--- src/hw/rtl/wwrb_pkg.sv ---
// ----------------------------------------------------------------------------
// wwrb_pkg
// Constants, types and helper functions shared by the row breaker files.
// ----------------------------------------------------------------------------
package wwrb_pkg;

  // tab stop spacing and offset saturation width
  localparam int TAB_STOP    = 4;
  localparam int OFFSET_BITS = 16;

  // field and state widths
  localparam int OFF_W   = 16;
  localparam int COL_W   = 16;
  localparam int ROWW_W  = 10;
  localparam int BYTE_W  = 8;
  localparam int PHASE_W = $clog2(TAB_STOP + 1);

  // offsets saturate at the smaller of the offset range and the state width
  localparam int CAP_BITS = (OFFSET_BITS < OFF_W) ? OFFSET_BITS : OFF_W;
  localparam logic [OFF_W-1:0] OFFSET_CAP = OFF_W'((64'd1 << CAP_BITS) - 64'd1);
  localparam logic [COL_W-1:0] COLUMN_CAP = {COL_W{1'b1}};

  // byte classes
  localparam logic [BYTE_W-1:0] BYTE_CONT_MASK = 8'hC0;
  localparam logic [BYTE_W-1:0] BYTE_CONT_CODE = 8'h80;
  localparam logic [BYTE_W-1:0] BYTE_TAB       = 8'h09;
  localparam logic [BYTE_W-1:0] BYTE_SPACE     = 8'h20;

  // request commands
  localparam logic CMD_LINE_START = 1'b0;
  localparam logic CMD_TEXT       = 1'b1;

  // configuration port
  localparam int PADDR_W = 3;
  localparam int PDATA_W = 32;
  localparam logic REG_WRAP_ENABLE = 1'b0;
  localparam logic REG_ROW_WIDTH   = 1'b1;
  localparam logic [ROWW_W-1:0] ROW_WIDTH_RESET = 10'd80;

  typedef struct packed {
    logic              wrap_enable;
    logic [ROWW_W-1:0] row_width;
  } cfg_t;

  typedef struct packed {
    logic              command;
    logic [BYTE_W-1:0] byte_value;
  } item_t;

  // up to two row starts produced by one request
  typedef struct packed {
    logic             push;
    logic [1:0]       count;
    logic [OFF_W-1:0] first;
    logic [OFF_W-1:0] second;
  } res_t;

  function automatic logic [OFF_W-1:0] clip_offset(input logic [OFF_W:0] v);
    return (v > {1'b0, OFFSET_CAP}) ? OFFSET_CAP : v[OFF_W-1:0];
  endfunction

  function automatic logic [COL_W-1:0] clip_column(input logic [COL_W:0] v);
    return v[COL_W] ? COLUMN_CAP : v[COL_W-1:0];
  endfunction

  // columns used from the row base would exceed the row width
  function automatic logic overflows(input logic [COL_W-1:0]  next_col,
                                     input logic [COL_W-1:0]  base_col,
                                     input logic [ROWW_W-1:0] width);
    logic [COL_W-1:0] used;
    used = (next_col >= base_col) ? (next_col - base_col) : '0;
    return used > {{(COL_W-ROWW_W){1'b0}}, width};
  endfunction

endpackage

--- src/hw/rtl/wwrb_if.sv ---
// ----------------------------------------------------------------------------
// wwrb channel interfaces
// Valid/ready channels for text byte requests and row start results.
// ----------------------------------------------------------------------------

// text byte request channel
interface wwrb_in_if;
  import wwrb_pkg::*;

  logic              valid;
  logic              ready;
  logic              command;
  logic [BYTE_W-1:0] byte_value;

  modport source (output valid, output command, output byte_value, input ready);
  modport sink   (input valid, input command, input byte_value, output ready);
endinterface

// row start result channel
interface wwrb_out_if;
  import wwrb_pkg::*;

  logic             valid;
  logic             ready;
  logic [OFF_W-1:0] row_start;
  logic             last_of_run;

  modport source (output valid, output row_start, output last_of_run, input ready);
  modport sink   (input valid, input row_start, input last_of_run, output ready);
endinterface

--- src/hw/rtl/wwrb_cfg.sv ---
// ----------------------------------------------------------------------------
// wwrb_cfg
// APB-style register block holding the wrap enable and the row width.
// ----------------------------------------------------------------------------
module wwrb_cfg (
  input  logic                          clk,
  input  logic                          rst_n,
  input  logic                          psel,
  input  logic                          penable,
  input  logic                          pwrite,
  input  logic [wwrb_pkg::PADDR_W-1:0]  paddr,
  input  logic [wwrb_pkg::PDATA_W-1:0]  pwdata,
  output logic [wwrb_pkg::PDATA_W-1:0]  prdata,
  output logic                          pready,
  output wwrb_pkg::cfg_t                cfg
);
  import wwrb_pkg::*;

  logic              wrap_enable_r, wrap_enable_nxt;
  logic [ROWW_W-1:0] row_width_r, row_width_nxt;
  logic              wr_en;
  logic              reg_sel;

  assign pready  = 1'b1;
  assign wr_en   = psel & penable & pwrite;
  assign reg_sel = paddr[2];

  // register write decode
  always_comb begin
    wrap_enable_nxt = wrap_enable_r;
    row_width_nxt   = row_width_r;
    if (wr_en) begin
      case (reg_sel)
        REG_WRAP_ENABLE: wrap_enable_nxt = pwdata[0];
        REG_ROW_WIDTH:   row_width_nxt   = pwdata[ROWW_W-1:0];
        default: ;
      endcase
    end
  end

  always_ff @(posedge clk) begin
    if (!rst_n) begin
      wrap_enable_r <= 1'b0;
      row_width_r   <= ROW_WIDTH_RESET;
    end else begin
      wrap_enable_r <= wrap_enable_nxt;
      row_width_r   <= row_width_nxt;
    end
  end

  // read back
  always_comb begin
    case (reg_sel)
      REG_WRAP_ENABLE: prdata = {{(PDATA_W-1){1'b0}}, wrap_enable_r};
      REG_ROW_WIDTH:   prdata = {{(PDATA_W-ROWW_W){1'b0}}, row_width_r};
      default:         prdata = '0;
    endcase
  end

  assign cfg.wrap_enable = wrap_enable_r;
  assign cfg.row_width   = row_width_r;

endmodule

--- src/hw/rtl/wwrb_core.sv ---
// ----------------------------------------------------------------------------
// wwrb_core
// Request register, line state and single pass break decision per byte.
// ----------------------------------------------------------------------------
module wwrb_core (
  input  logic            clk,
  input  logic            rst_n,
  input  wwrb_pkg::cfg_t  cfg,
  input  logic            in_valid,
  input  wwrb_pkg::item_t in_item,
  output logic            in_ready,
  input  logic            q_free,
  output wwrb_pkg::res_t  res
);
  import wwrb_pkg::*;

  // request register
  logic  item_valid_r, item_valid_nxt;
  item_t item_r;
  logic  advance;

  // line state
  logic [OFF_W-1:0]   off_r, off_nxt;
  logic [COL_W-1:0]   col_r, col_nxt;
  logic [PHASE_W-1:0] phase_r, phase_nxt;
  logic [COL_W-1:0]   base_r, base_nxt;
  logic [OFF_W-1:0]   rbo_r, rbo_nxt;
  logic [OFF_W-1:0]   aso_r, aso_nxt;
  logic [COL_W-1:0]   asc_r, asc_nxt;

  // decision terms
  logic               is_cont, is_tab, is_space, wrapping;
  logic [OFF_W-1:0]   off_inc;
  logic [COL_W:0]     col_step;
  logic [COL_W-1:0]   next_col;
  logic [PHASE_W-1:0] phase_step;
  logic               ov_row, ov_space;

  assign advance  = item_valid_r & q_free;
  assign in_ready = ~item_valid_r | advance;

  always_comb begin
    item_valid_nxt = item_valid_r;
    if (in_ready) begin
      item_valid_nxt = in_valid;
    end
  end

  always_ff @(posedge clk) begin
    if (!rst_n) begin
      item_valid_r <= 1'b0;
    end else begin
      item_valid_r <= item_valid_nxt;
    end
  end

  always_ff @(posedge clk) begin
    if (in_ready && in_valid) begin
      item_r <= in_item;
    end
  end

  // byte classification and column advance
  assign is_cont  = (item_r.byte_value & BYTE_CONT_MASK) == BYTE_CONT_CODE;
  assign is_tab   = item_r.byte_value == BYTE_TAB;
  assign is_space = item_r.byte_value == BYTE_SPACE;
  assign wrapping = cfg.wrap_enable && (cfg.row_width != '0);
  assign off_inc  = clip_offset({1'b0, off_r} + (OFF_W+1)'(1));

  // phase tracks the column within a tab stop until the column saturates
  assign col_step = is_tab ? (COL_W+1)'(TAB_STOP - 32'(phase_r)) : (COL_W+1)'(1);
  assign next_col = clip_column({1'b0, col_r} + col_step);
  assign phase_step = (32'(phase_r) == TAB_STOP - 1) ? '0 : phase_r + PHASE_W'(1);

  assign ov_row   = overflows(next_col, base_r, cfg.row_width);
  assign ov_space = overflows(next_col, asc_r, cfg.row_width);

  // break decision, second check after a break at a space folded in
  always_comb begin
    off_nxt    = off_r;
    col_nxt    = col_r;
    phase_nxt  = phase_r;
    base_nxt   = base_r;
    rbo_nxt    = rbo_r;
    aso_nxt    = aso_r;
    asc_nxt    = asc_r;
    res.push   = advance;
    res.count  = 2'd0;
    res.first  = '0;
    res.second = '0;
    if (advance) begin
      if (item_r.command == CMD_LINE_START) begin
        off_nxt   = '0;
        col_nxt   = '0;
        phase_nxt = '0;
        base_nxt  = '0;
        rbo_nxt   = '0;
        aso_nxt   = '0;
        asc_nxt   = '0;
        res.count = 2'd1;
      end else if (is_cont) begin
        off_nxt = off_inc;
      end else begin
        if (wrapping && ov_row && (off_r > rbo_r)) begin
          if (aso_r > rbo_r) begin
            res.first = aso_r;
            res.count = 2'd1;
            rbo_nxt   = aso_r;
            base_nxt  = asc_r;
            aso_nxt   = '0;
            if (ov_space && (off_r > aso_r)) begin
              res.second = off_r;
              res.count  = 2'd2;
              rbo_nxt    = off_r;
              base_nxt   = col_r;
            end
          end else begin
            res.first = off_r;
            res.count = 2'd1;
            rbo_nxt   = off_r;
            base_nxt  = col_r;
            aso_nxt   = '0;
          end
        end
        if (is_space) begin
          aso_nxt = off_inc;
          asc_nxt = clip_column({1'b0, col_r} + (COL_W+1)'(1));
        end
        col_nxt   = next_col;
        phase_nxt = is_tab ? '0 : phase_step;
        off_nxt   = off_inc;
      end
    end
  end

  always_ff @(posedge clk) begin
    if (!rst_n) begin
      off_r   <= '0;
      col_r   <= '0;
      phase_r <= '0;
      base_r  <= '0;
      rbo_r   <= '0;
      aso_r   <= '0;
      asc_r   <= '0;
    end else begin
      off_r   <= off_nxt;
      col_r   <= col_nxt;
      phase_r <= phase_nxt;
      base_r  <= base_nxt;
      rbo_r   <= rbo_nxt;
      aso_r   <= aso_nxt;
      asc_r   <= asc_nxt;
    end
  end

endmodule

--- src/hw/rtl/wwrb_outq.sv ---
// ----------------------------------------------------------------------------
// wwrb_outq
// Two-entry result register that hands out the row starts of one request.
// ----------------------------------------------------------------------------
module wwrb_outq (
  input  logic                      clk,
  input  logic                      rst_n,
  input  wwrb_pkg::res_t            res,
  output logic                      q_free,
  output logic                      out_valid,
  input  logic                      out_ready,
  output logic [wwrb_pkg::OFF_W-1:0] row_start,
  output logic                      last_of_run
);
  import wwrb_pkg::*;

  logic [1:0]       count_r, count_nxt;
  logic [OFF_W-1:0] head_r, head_nxt;
  logic [OFF_W-1:0] tail_r, tail_nxt;
  logic             pop;

  assign out_valid   = count_r != 2'd0;
  assign pop         = out_valid & out_ready;
  assign row_start   = head_r;
  assign last_of_run = count_r == 2'd1;

  // new results only enter once the queue drains this cycle
  assign q_free = (count_r == 2'd0) || ((count_r == 2'd1) && out_ready);

  always_comb begin
    count_nxt = count_r;
    head_nxt  = head_r;
    tail_nxt  = tail_r;
    if (res.push) begin
      count_nxt = res.count;
      head_nxt  = res.first;
      tail_nxt  = res.second;
    end else if (pop) begin
      count_nxt = count_r - 2'd1;
      head_nxt  = tail_r;
    end
  end

  always_ff @(posedge clk) begin
    if (!rst_n) begin
      count_r <= 2'd0;
    end else begin
      count_r <= count_nxt;
    end
  end

  always_ff @(posedge clk) begin
    head_r <= head_nxt;
    tail_r <= tail_nxt;
  end

endmodule

--- src/hw/rtl/word_wrap_row_breaker.sv ---
// ----------------------------------------------------------------------------
// word_wrap_row_breaker
// Greedy word wrap of one text line, one UTF-8 byte per request.
// ----------------------------------------------------------------------------
// Takes one byte request per clock while the result register can accept it. A
// request is held in an input register until the result register is free, the
// break decision is made in a single pass from there and its row starts land
// in a two-entry result register. A request normally yields zero or one row
// start and the block sustains one request per cycle while output ready is
// high; a break after a space followed by a forced break at the current byte
// yields two, which fill both entries and hold the input until the second is
// taken. Input ready follows output ready through result register occupancy.
module word_wrap_row_breaker (
  input  logic                         clk,
  input  logic                         rst_n,
  wwrb_in_if.sink                      in_chan,
  wwrb_out_if.source                   out_chan,
  input  logic                         psel,
  input  logic                         penable,
  input  logic                         pwrite,
  input  logic [wwrb_pkg::PADDR_W-1:0] paddr,
  input  logic [wwrb_pkg::PDATA_W-1:0] pwdata,
  output logic [wwrb_pkg::PDATA_W-1:0] prdata,
  output logic                         pready
);
  import wwrb_pkg::*;

  cfg_t  cfg;
  item_t in_item;
  res_t  res;
  logic  q_free;
  logic  core_ready;

  // configuration registers
  wwrb_cfg u_cfg (
    .clk     (clk),
    .rst_n   (rst_n),
    .psel    (psel),
    .penable (penable),
    .pwrite  (pwrite),
    .paddr   (paddr),
    .pwdata  (pwdata),
    .prdata  (prdata),
    .pready  (pready),
    .cfg     (cfg)
  );

  // break decision
  assign in_item.command    = in_chan.command;
  assign in_item.byte_value = in_chan.byte_value;
  assign in_chan.ready      = core_ready;

  wwrb_core u_core (
    .clk      (clk),
    .rst_n    (rst_n),
    .cfg      (cfg),
    .in_valid (in_chan.valid),
    .in_item  (in_item),
    .in_ready (core_ready),
    .q_free   (q_free),
    .res      (res)
  );

  // result register
  wwrb_outq u_outq (
    .clk         (clk),
    .rst_n       (rst_n),
    .res         (res),
    .q_free      (q_free),
    .out_valid   (out_chan.valid),
    .out_ready   (out_chan.ready),
    .row_start   (out_chan.row_start),
    .last_of_run (out_chan.last_of_run)
  );

endmodule

--- src/flat_wrapper.sv ---
// flat-port wrapper written by rule: the top's interface ports become plain ports
module word_wrap_row_breaker_flat import wwrb_pkg::*;
  (clk, rst_n, psel, penable, pwrite, paddr, pwdata, prdata, pready, in_chan_valid, in_chan_command, in_chan_byte_value, in_chan_ready, out_chan_valid, out_chan_row_start, out_chan_last_of_run, out_chan_ready);
  wwrb_in_if in_chan_i ();
  wwrb_out_if out_chan_i ();
  input  logic clk;
  input  logic rst_n;
  input  logic psel;
  input  logic penable;
  input  logic pwrite;
  input  logic [wwrb_pkg::PADDR_W-1:0] paddr;
  input  logic [wwrb_pkg::PDATA_W-1:0] pwdata;
  output logic [wwrb_pkg::PDATA_W-1:0] prdata;
  output logic pready;
  input wire logic [$bits(in_chan_i.valid)-1:0] in_chan_valid;
  input wire logic [$bits(in_chan_i.command)-1:0] in_chan_command;
  input wire logic [$bits(in_chan_i.byte_value)-1:0] in_chan_byte_value;
  output wire logic [$bits(in_chan_i.ready)-1:0] in_chan_ready;
  output wire logic [$bits(out_chan_i.valid)-1:0] out_chan_valid;
  output wire logic [$bits(out_chan_i.row_start)-1:0] out_chan_row_start;
  output wire logic [$bits(out_chan_i.last_of_run)-1:0] out_chan_last_of_run;
  input wire logic [$bits(out_chan_i.ready)-1:0] out_chan_ready;
  assign in_chan_i.valid = in_chan_valid;
  assign in_chan_i.command = in_chan_command;
  assign in_chan_i.byte_value = in_chan_byte_value;
  assign in_chan_ready = in_chan_i.ready;
  assign out_chan_valid = out_chan_i.valid;
  assign out_chan_row_start = out_chan_i.row_start;
  assign out_chan_last_of_run = out_chan_i.last_of_run;
  assign out_chan_i.ready = out_chan_ready;
  word_wrap_row_breaker u_core (.clk(clk), .rst_n(rst_n), .in_chan(in_chan_i), .out_chan(out_chan_i), .psel(psel), .penable(penable), .pwrite(pwrite), .paddr(paddr), .pwdata(pwdata), .prdata(prdata), .pready(pready));
endmodule
--- config.mk ---
export PLATFORM = sky130hd
export DESIGN_NAME = word_wrap_row_breaker_flat
export DESIGN_NICKNAME = d
export VERILOG_FILES = /design/src/hw/rtl/wwrb_pkg.sv /design/src/hw/rtl/wwrb_if.sv /design/src/hw/rtl/wwrb_cfg.sv /design/src/hw/rtl/wwrb_core.sv /design/src/hw/rtl/wwrb_outq.sv /design/src/hw/rtl/word_wrap_row_breaker.sv /design/src/flat_wrapper.sv
export SDC_FILE = /design/constraint.sdc
export NUM_CORES = 1
export LEC_CHECK = 0
export BUFFER_PORTS_ARGS = -buffer_cell sky130_fd_sc_hd__buf_2
export CORE_MARGIN = 10
export CORE_UTILIZATION = 30
export CTS_BUF_LIST = sky130_fd_sc_hd__clkbuf_2 sky130_fd_sc_hd__clkbuf_4 sky130_fd_sc_hd__clkbuf_8
export CTS_CLUSTER_DIAMETER = 100
export DETAILED_ROUTE_END_ITERATION = 8
export SYNTH_ARGS = -nofsm -noshare
export SYNTH_HDL_FRONTEND = slang
export SYNTH_SLANG_ARGS = --single-unit
--- constraint.sdc ---
create_clock -name clk -period 15.4 [get_ports clk]
set_input_delay 1.54 -clock clk [delete_from_list [all_inputs] [get_ports clk]]
set_output_delay 1.54 -clock clk [all_outputs]
set_load 0.02 [all_outputs]
==> results by group, run 1 <==
Outcome
  – Run status: finished clean

Synthesis
  – Mapped Area: 11600 um2
  – Fraction of registers with async set/reset: 0%
  – Syn_area_per_cell: 8.18 um2
  – Post-synth EDFFs: 41
  – Count of state elements after synthesis: 154
  – Syn Inst Count: 1423
  – Sequential cell area fraction in the yosys report: 30.0%
  – Yosys Warn Count: 0
  – Distinct cells, synth: 81
  – Top_reg_cell synth: dfxtp_1

Clock network
  – Worst skew pair latency: 480 ps
  – Clock root buffer: clkbuf_8
  – Post-cts repair resize count: 0
  – Number of CTS-inserted buffers: 17
  – CTS tree: built
  – Clock buffer depth: 2
  – Post-cts hold buffer count: 0
  – H-Tree Depth: 4
  – Setup bufs post-CTS: 0
  – Clock Pin Slew Worst Setup and Hold Paths: 100 ps
  – CTS sink count: 154

Place
  – Port Buf Inserts: 55
  – Placed cells: 1925
  – DPL Wire Length: 24200 um
  – Placer Congestion: 0.902

GRT
  – GRT Overall Usage: 13.6%
  – Pin count of the biggest net entering global routing: 83
  – Initial antenna violation count: 0
  – Overflow after GRT: 0
  – Met3 Resource Use GR: 2.19%
  – Grt met1 use: 17.2%
  – Busiest grt layer: met2
  – Vias in the first global route: 9852
  – Met2 Use GR: 22.9%
  – Global-route wire length before repair: 52100 um

Setup path
  – R2r setup slk: 5670 ps
  – Worst EP required: 15760 ps
  – Crit end category: flip-flop
  – Crit Path Class: flip-flop to flip-flop
  – Slowest stage delay, CP: 650 ps
  – Worst-path maximum fanout: 23
  – Reg-to-Reg End: u_core.u_core.base_r[0]
  – Crit-path slowest cell: nor4_1
  – CP arrival: 10090 ps
  – R2R cell count: 30
  – Cell mode on critical path: ha_1
  – Startpoint types: flip-flop
  – Worst r2r src: u_core.u_core.item_r[2]

Pwr
  – Internal: 607 uW
  – Tot Pwr: 884 uW
  – Clk pwr share: 36.2%
  – Gate power share: 13.8%
  – Static leakage: 5.34 nW
  – PwrDens: 70.0 nW/um2
  – Switching pwr: 277 uW
  – Switching share of power: 31.4%
  – Maximum vdd drop: 0.0518 mV
  – Sequential Power Share: 49.9%

STA
  – Unrepaired setup endpoints after global routing: false
  – Setup TNS: 0 ps
  – Slew @ Worst Pin: 1090 ps
  – Max Slew Vio Count: 0
  – Finish-stage setup viols: 0
  – Fmax: 0.103 GHz
  – Slew HR: 26.8%
  – Fin. Hold Viols: 0
  – Period Utilization, post-route: 63.2%
  – Worst Clk Skew: 12.1 ps
  – Hold WS: 473 ps
  – Min cycle time layout: 9730 ps

Die
  – Initial Util: 30.3%
  – Die width: 217 um
  – Num rows: 72
  – Die ar.: 47100 um2
  – IO Count: 103
  – Die height: 217 um
  – CORE AREA: 38500 um2

Drt
  – Antenna-violating nets left: 0
  – Vias per Instance: 5.13
  – Drt pass-1 iters: 5
  – Total routed wirelength: 32200 um
  – Via count: 10034
  – Wirelength per Cell: 16.4 um
  – Residual DRC: 0
  – DR iter-0 viols: 583

Layout
  – N_diodes: 0
  – Finished Layout Cells: 1957
  – Layout Nets: 1591
  – Proportion of layout cells with a drive suffix above 1: 8.27%
  – Area growth syn-to-layout: 8.57%

Worst hold path
  – Worst Hold Path EP: u_core.u_core.rbo_r[13]
  – Hold Crit Depth: 1
  – Hold Path Class: flip-flop to flip-flop
  – Hold_sp: u_core.u_core.rbo_r[13]

Job
  – Maximum Capacitance Violations: 0
power by group through the flow:
stage | sequential, mW | combinational (mW) | clock (mW)
2_1_floorplan | 0.459 | 0.0792 | 0
3_3_place_gp | 0.450 | 0.121 | 0
3_5_place_dp | 0.451 | 0.124 | 0
4_1_cts | 0.442 | 0.124 | 0.329
5_1_grt | 0.443 | 0.135 | 0.342
6_report | 0.441 | 0.122 | 0.320
sequential cells by signal (all words and copies together) (netlist names):
register                    count
u_core.u_core.rbo_r            16
u_core.u_outq.row_start        16
u_core.u_core.col_r            16
u_core.u_outq.count_r           2
u_core.u_outq.tail_r           16
u_core.u_core.phase_r           3
u_core.u_cfg.wrap_enable_r      1
u_core.u_core.off_r            16
u_core.u_core.aso_r            16
u_core.u_core.item_valid_r      1
u_core.u_cfg.row_width_r       10
u_core.u_core.asc_r            16
u_core.u_core.item_r            9
u_core.u_core.base_r           16
critical path, delay by kind of cell, from the launching register on:
family,cells,cell delay [ps]
AO/OA/AOI/OAI,16,4550
AND/OR/NAND/NOR,7,2420
multiplexers,1,280
flip-flops,1,360
adder cells (fa/ha/maj),4,1420
buffers and inverters,2,530
stage by stage:
step	area, um2	util (%)	setup slack, ps
after floorplan	11700	-	7540
after global placement	12200	31.8	5730
after detailed placement	12200	31.8	5650
after CTS	12600	32.9	5610
after global routing	12600	32.9	4880
final	12600	32.9	5670
worst max path at each step:
stage | start | cells after the start | end | slack [ps]
3_3_place_gp | u_core.u_core.item_r[2] | 30 | u_core.u_outq.row_start[7] | 5730
4_1_cts | u_core.u_core.item_r[2] | 30 | u_core.u_outq.row_start[15] | 5610
2_1_floorplan | u_core.u_core.item_r[2] | 34 | u_core.u_outq.tail_r[10] | 7540
5_1_grt | u_core.u_core.item_r[2] | 30 | u_core.u_outq.row_start[7] | 4880
6_report | u_core.u_core.item_r[2] | 30 | u_core.u_core.base_r[0] | 5670
3_5_place_dp | u_core.u_core.item_r[2] | 30 | u_core.u_outq.row_start[7] | 5650
synth_stat cells (6+ instances only):
master / count / area share (%)
o21a_1: 17 / 1.1
xnor2_1: 27 / 2.0
a31oi_1: 6 / 0.32
ha_1: 111 / 12
a21boi_0: 13 / 0.84
nand2_1: 151 / 4.9
buf_2: 14 / 0.60
a22oi_1: 13 / 0.84
nor2b_1: 45 / 2.4
a21oi_1: 107 / 4.6
o21ai_0: 64 / 2.8
a21o_1: 26 / 1.7
o211ai_1: 7 / 0.45
clkbuf_1: 60 / 1.9
dfxtp_1: 113 / 19
o2bb2ai_1: 37 / 2.8
a22o_1: 6 / 0.45
xor2_1: 27 / 2.0
inv_1: 94 / 3.0
nor4_1: 13 / 0.70
nand3_1: 39 / 1.7
nand4_1: 26 / 1.4
and3_1: 15 / 0.81
a211oi_1: 9 / 0.58
buf_4: 24 / 1.5
nor3_1: 22 / 0.95
and2_1: 32 / 1.7
nor2_1: 91 / 2.9
nand2b_1: 17 / 0.91
mux2i_1: 54 / 4.6
edfxtp_1: 41 / 11
logic make-up after synthesis:
logic type / after synthesis / share of synthesized area, %
buffers and inverters: 199 / 7.42
other: 2 / 0.0645
adder cells (fa/ha/maj): 114 / 12.4
AO/OA/AOI/OAI: 365 / 20.9
multiplexers: 56 / 4.84
flip-flops: 154 / 30.0
AND/OR/NAND/NOR: 479 / 20.3
XOR/XNOR: 54 / 4.06
layout by cell type (no fill, tap or decap), types with 5 or more instances in the layout:
cell       count
nand2_1      151
dfxtp_1      113
ha_1         111
a21oi_1      107
inv_1         94
nor2_1        91
o21ai_0       64
buf_2         55
mux2i_1       54
nor2b_1       45
edfxtp_1      41
nand3_1       39
o2bb2ai_1     37
and2_1        32
xnor2_1       27
xor2_1        27
a21o_1        26
nand4_1       26
conb_1        23
nor3_1        22
nand2b_1      17
o21a_1        17
clkbuf_8      17
and3_1        15
a21boi_0      13
a22oi_1       13
nor4_1        13
buf_4         11
a211oi_1       9
o211ai_1       7
a31oi_1        6
a22o_1         6
o221ai_1       5
o22ai_1        5
layout make-up:
cell class                 count  area, um2
clock buffer                  17        234
clock inverter                15        159
fill                        4093      25800
inverter                      96        360
multi-input combinational   1091       7380
sequential                   154       3490
tap                          518        648
timing repair buffer          66        358
layer usage:
layer,up-vias,part of all wire [%]
met3,42,3.2
met2,168,48
met1,4796,46
met4,0,2.2
met5,-,0
li1,5028,-
Power figures use the tool's default switching activity.
==> run 2, diff against run 1 <==
- ABC_AREA: not set -> 1
- clock period: 15.4 -> 9.2 ns (I/O delays scaled with it)
==> run 2 against run 1 <==
  * Final area grew 5.2%
  * Sequential share of layout area shrank 1.4 points
  * Largest power group is now combinational cells
  * Critical endpoint is now u_core.u_core.rbo_r[15]
  * Non-clock buffer count grew 3
  * Maximum frequency grew 30%
==> results by group, run 2 <==
Die
  – Initial Util: 30.6%
  – Die ar.: 49300 um2
  – Num rows: 73
  – CORE AREA: 40000 um2
  – Die height: 222 um
  – Die width: 222 um
  – IO Count: 103

Worst hold path
  – Hold Crit Depth: 2
  – Hold_sp: u_core.u_core.asc_r[3]
  – Worst Hold Path EP: u_core.u_core.asc_r[3]
  – Hold Path Class: flip-flop to flip-flop

Setup path
  – Crit end category: flip-flop
  – CP arrival: 7890 ps
  – Worst EP required: 9610 ps
  – Slowest stage delay, CP: 520 ps
  – Crit-path leading delay family: simple AND/OR/NAND/NOR gates
  – Startpoint types: flip-flop
  – Worst-path maximum fanout: 20
  – CP bufs+invs: 5
  – R2R cell count: 32
  – Reg-to-Reg End: u_core.u_core.rbo_r[15]
  – Worst r2r src: u_core.u_core.phase_r[0]
  – Crit-path slowest cell: a21oi_2
  – Crit Path Class: flip-flop to flip-flop
  – R2r setup slk: 1720 ps

STA
  – Slew HR: 9.08%
  – Fmax: 0.134 GHz
  – Hold WS: 471 ps
  – Slew @ Worst Pin: 1360 ps
  – Period Utilization, post-route: 81.3%
  – Unrepaired setup endpoints after global routing: false
  – Worst Clk Skew: 19.8 ps
  – Min cycle time layout: 7480 ps
  – Setup TNS: 0 ps
  – Max Slew Vio Count: 0
  – Finish-stage setup viols: 0
  – Fin. Hold Viols: 0
  – Setup ws final: 1720 ps

GRT
  – Initial antenna violation count: 0
  – Global-route wire length before repair: 58600 um
  – Vias in the first global route: 11207
  – Overflow after GRT: 0
  – GRT Overall Usage: 14.4%
  – Pin count of the biggest net entering global routing: 72

Outcome
  – Run status: finished clean

Clock network
  – Worst skew pair latency: 490 ps
  – Clock root buffer: clkbuf_8
  – Post-cts repair resize count: 0
  – CTS sink count: 154
  – H-Tree Depth: 4
  – Setup bufs post-CTS: 0
  – Number of CTS-inserted buffers: 17
  – Clock buffer depth: 2
  – CTS tree: built
  – Post-cts hold buffer count: 0
  – Clock Pin Slew Worst Setup and Hold Paths: 90 ps

Synthesis
  – Count of state elements after synthesis: 154
  – Post-synth EDFFs: 41
  – Mapped Area: 12200 um2
  – Cell with the most instances after synthesis: nand2_1
  – Sequential cell area fraction in the yosys report: 28.6%
  – Synth cell count leaders: nand2_1, inv_1, nand3_1
  – Yosys top cell area share: 18.5%
  – Top_reg_cell synth: dfxtp_1
  – Ranking of synthesized cells by area: dfxtp_1, nand2_1, ha_1, edfxtp_1, nand3_1
  – Yosys top cell by area: dfxtp_1
  – Yosys Warn Count: 0
  – Distinct cells, synth: 56
  – Syn_area_per_cell: 6.74 um2
  – Syn Inst Count: 1815
  – Fraction of registers with async set/reset: 0%

Layout
  – Proportion of layout cells with a drive suffix above 1: 9.86%
  – Most used cells in the layout excluding fill and tap cells: nand2_1, inv_1, nand3_1, a21oi_1, nor2_1
  – Post-route design area: 13300 um2
  – Area growth syn-to-layout: 8.67%
  – N_diodes: 0
  – Finished Layout Cells: 2371
  – Layout Nets: 1998
  – Final Util: 33.2%
  – Commonest non-fill, non-tap cell in the layout: nand2_1

Drt
  – Via count: 11627
  – Vias per Instance: 4.90
  – Drt pass-1 iters: 6
  – Total routed wirelength: 36000 um
  – Wirelength per Cell: 15.2 um
  – Antenna-violating nets left: 0
  – Residual DRC: 0
  – DR iter-0 viols: 861

Place
  – Dpl ws: 1760 ps
  – DPL Wire Length: 27300 um
  – Placer Congestion: 0.928
  – Port Buf Inserts: 55
  – Placed cells: 2339
  – DP Area: 12900 um2

Pwr
  – Maximum vdd drop: 0.120 mV
  – PwrDens: 179 nW/um2
  – Static leakage: 6.10 nW
  – Tot Pwr: 2.38 mW

Job
  – Maximum Capacitance Violations: 0
run 2: cell types whose count changed after synthesis, sizes merged, moves of 54 or more:
cell   change
nand2    +305
nand3    +166
inv      +141
a21oi     +59
mux2i     -54
nor2      +60
run 2: cell type report:
type                    instances  area (um2)
fillers                      4345       26700
multi-input cells            1352        7430
flip-flops and latches        154        3490
inverters                     239         897
well taps                     525         657
repair buffers                 69         380
clock buffers                  18         241
clock inverters                14         195
run 2: cell families after synthesis:
group	synth area share, %
fa+ha+maj	11.8
compound gates	13.6
other cells	0.0614
buf+inv	11.4
simple gates	32.1
mux	0.0920
flops	28.6
xor+xnor	2.36
run 2: worst max-delay path by stage:
| stage | startpoint | to | slack [ps] | depth (start not counted) |
|---|---|---|---|---|
| floorplan | u_core.u_core.item_r[5] | u_core.u_outq.tail_r[6] | 3420 | 44 |
| global placement | u_core.u_core.phase_r[0] | u_core.u_core.rbo_r[2] | 1730 | 32 |
| detailed placement | u_core.u_core.phase_r[0] | u_core.u_core.rbo_r[8] | 1760 | 32 |
| CTS | u_core.u_core.phase_r[0] | u_core.u_core.rbo_r[15] | 1720 | 32 |
| global route | u_core.u_core.phase_r[0] | u_core.u_core.base_r[2] | 960 | 35 |
| finish | u_core.u_core.phase_r[0] | u_core.u_core.rbo_r[15] | 1720 | 32 |
run 2: where the power goes:
part | switching (mW) | internal (mW) | leakage [nW]
logic | 0.663 | 0.305 | 4.57
registers | 0.0514 | 0.770 | 1.31
clock network | 0.311 | 0.283 | 0.220
run 2: worst min-delay path: stages, from the launching register on:
cell,delay (ps)
dfxtp_1,320
nand2_1,60
a21oi_1,50
run 2: per-layer routing:
layer	up-vias	track usage (%)	share of wire, %
met5	-	0	0
met4	0	4.66	2.2
met3	45	2.49	5.0
met2	279	24.4	48
met1	5347	18.0	45
li1	5956	-	-
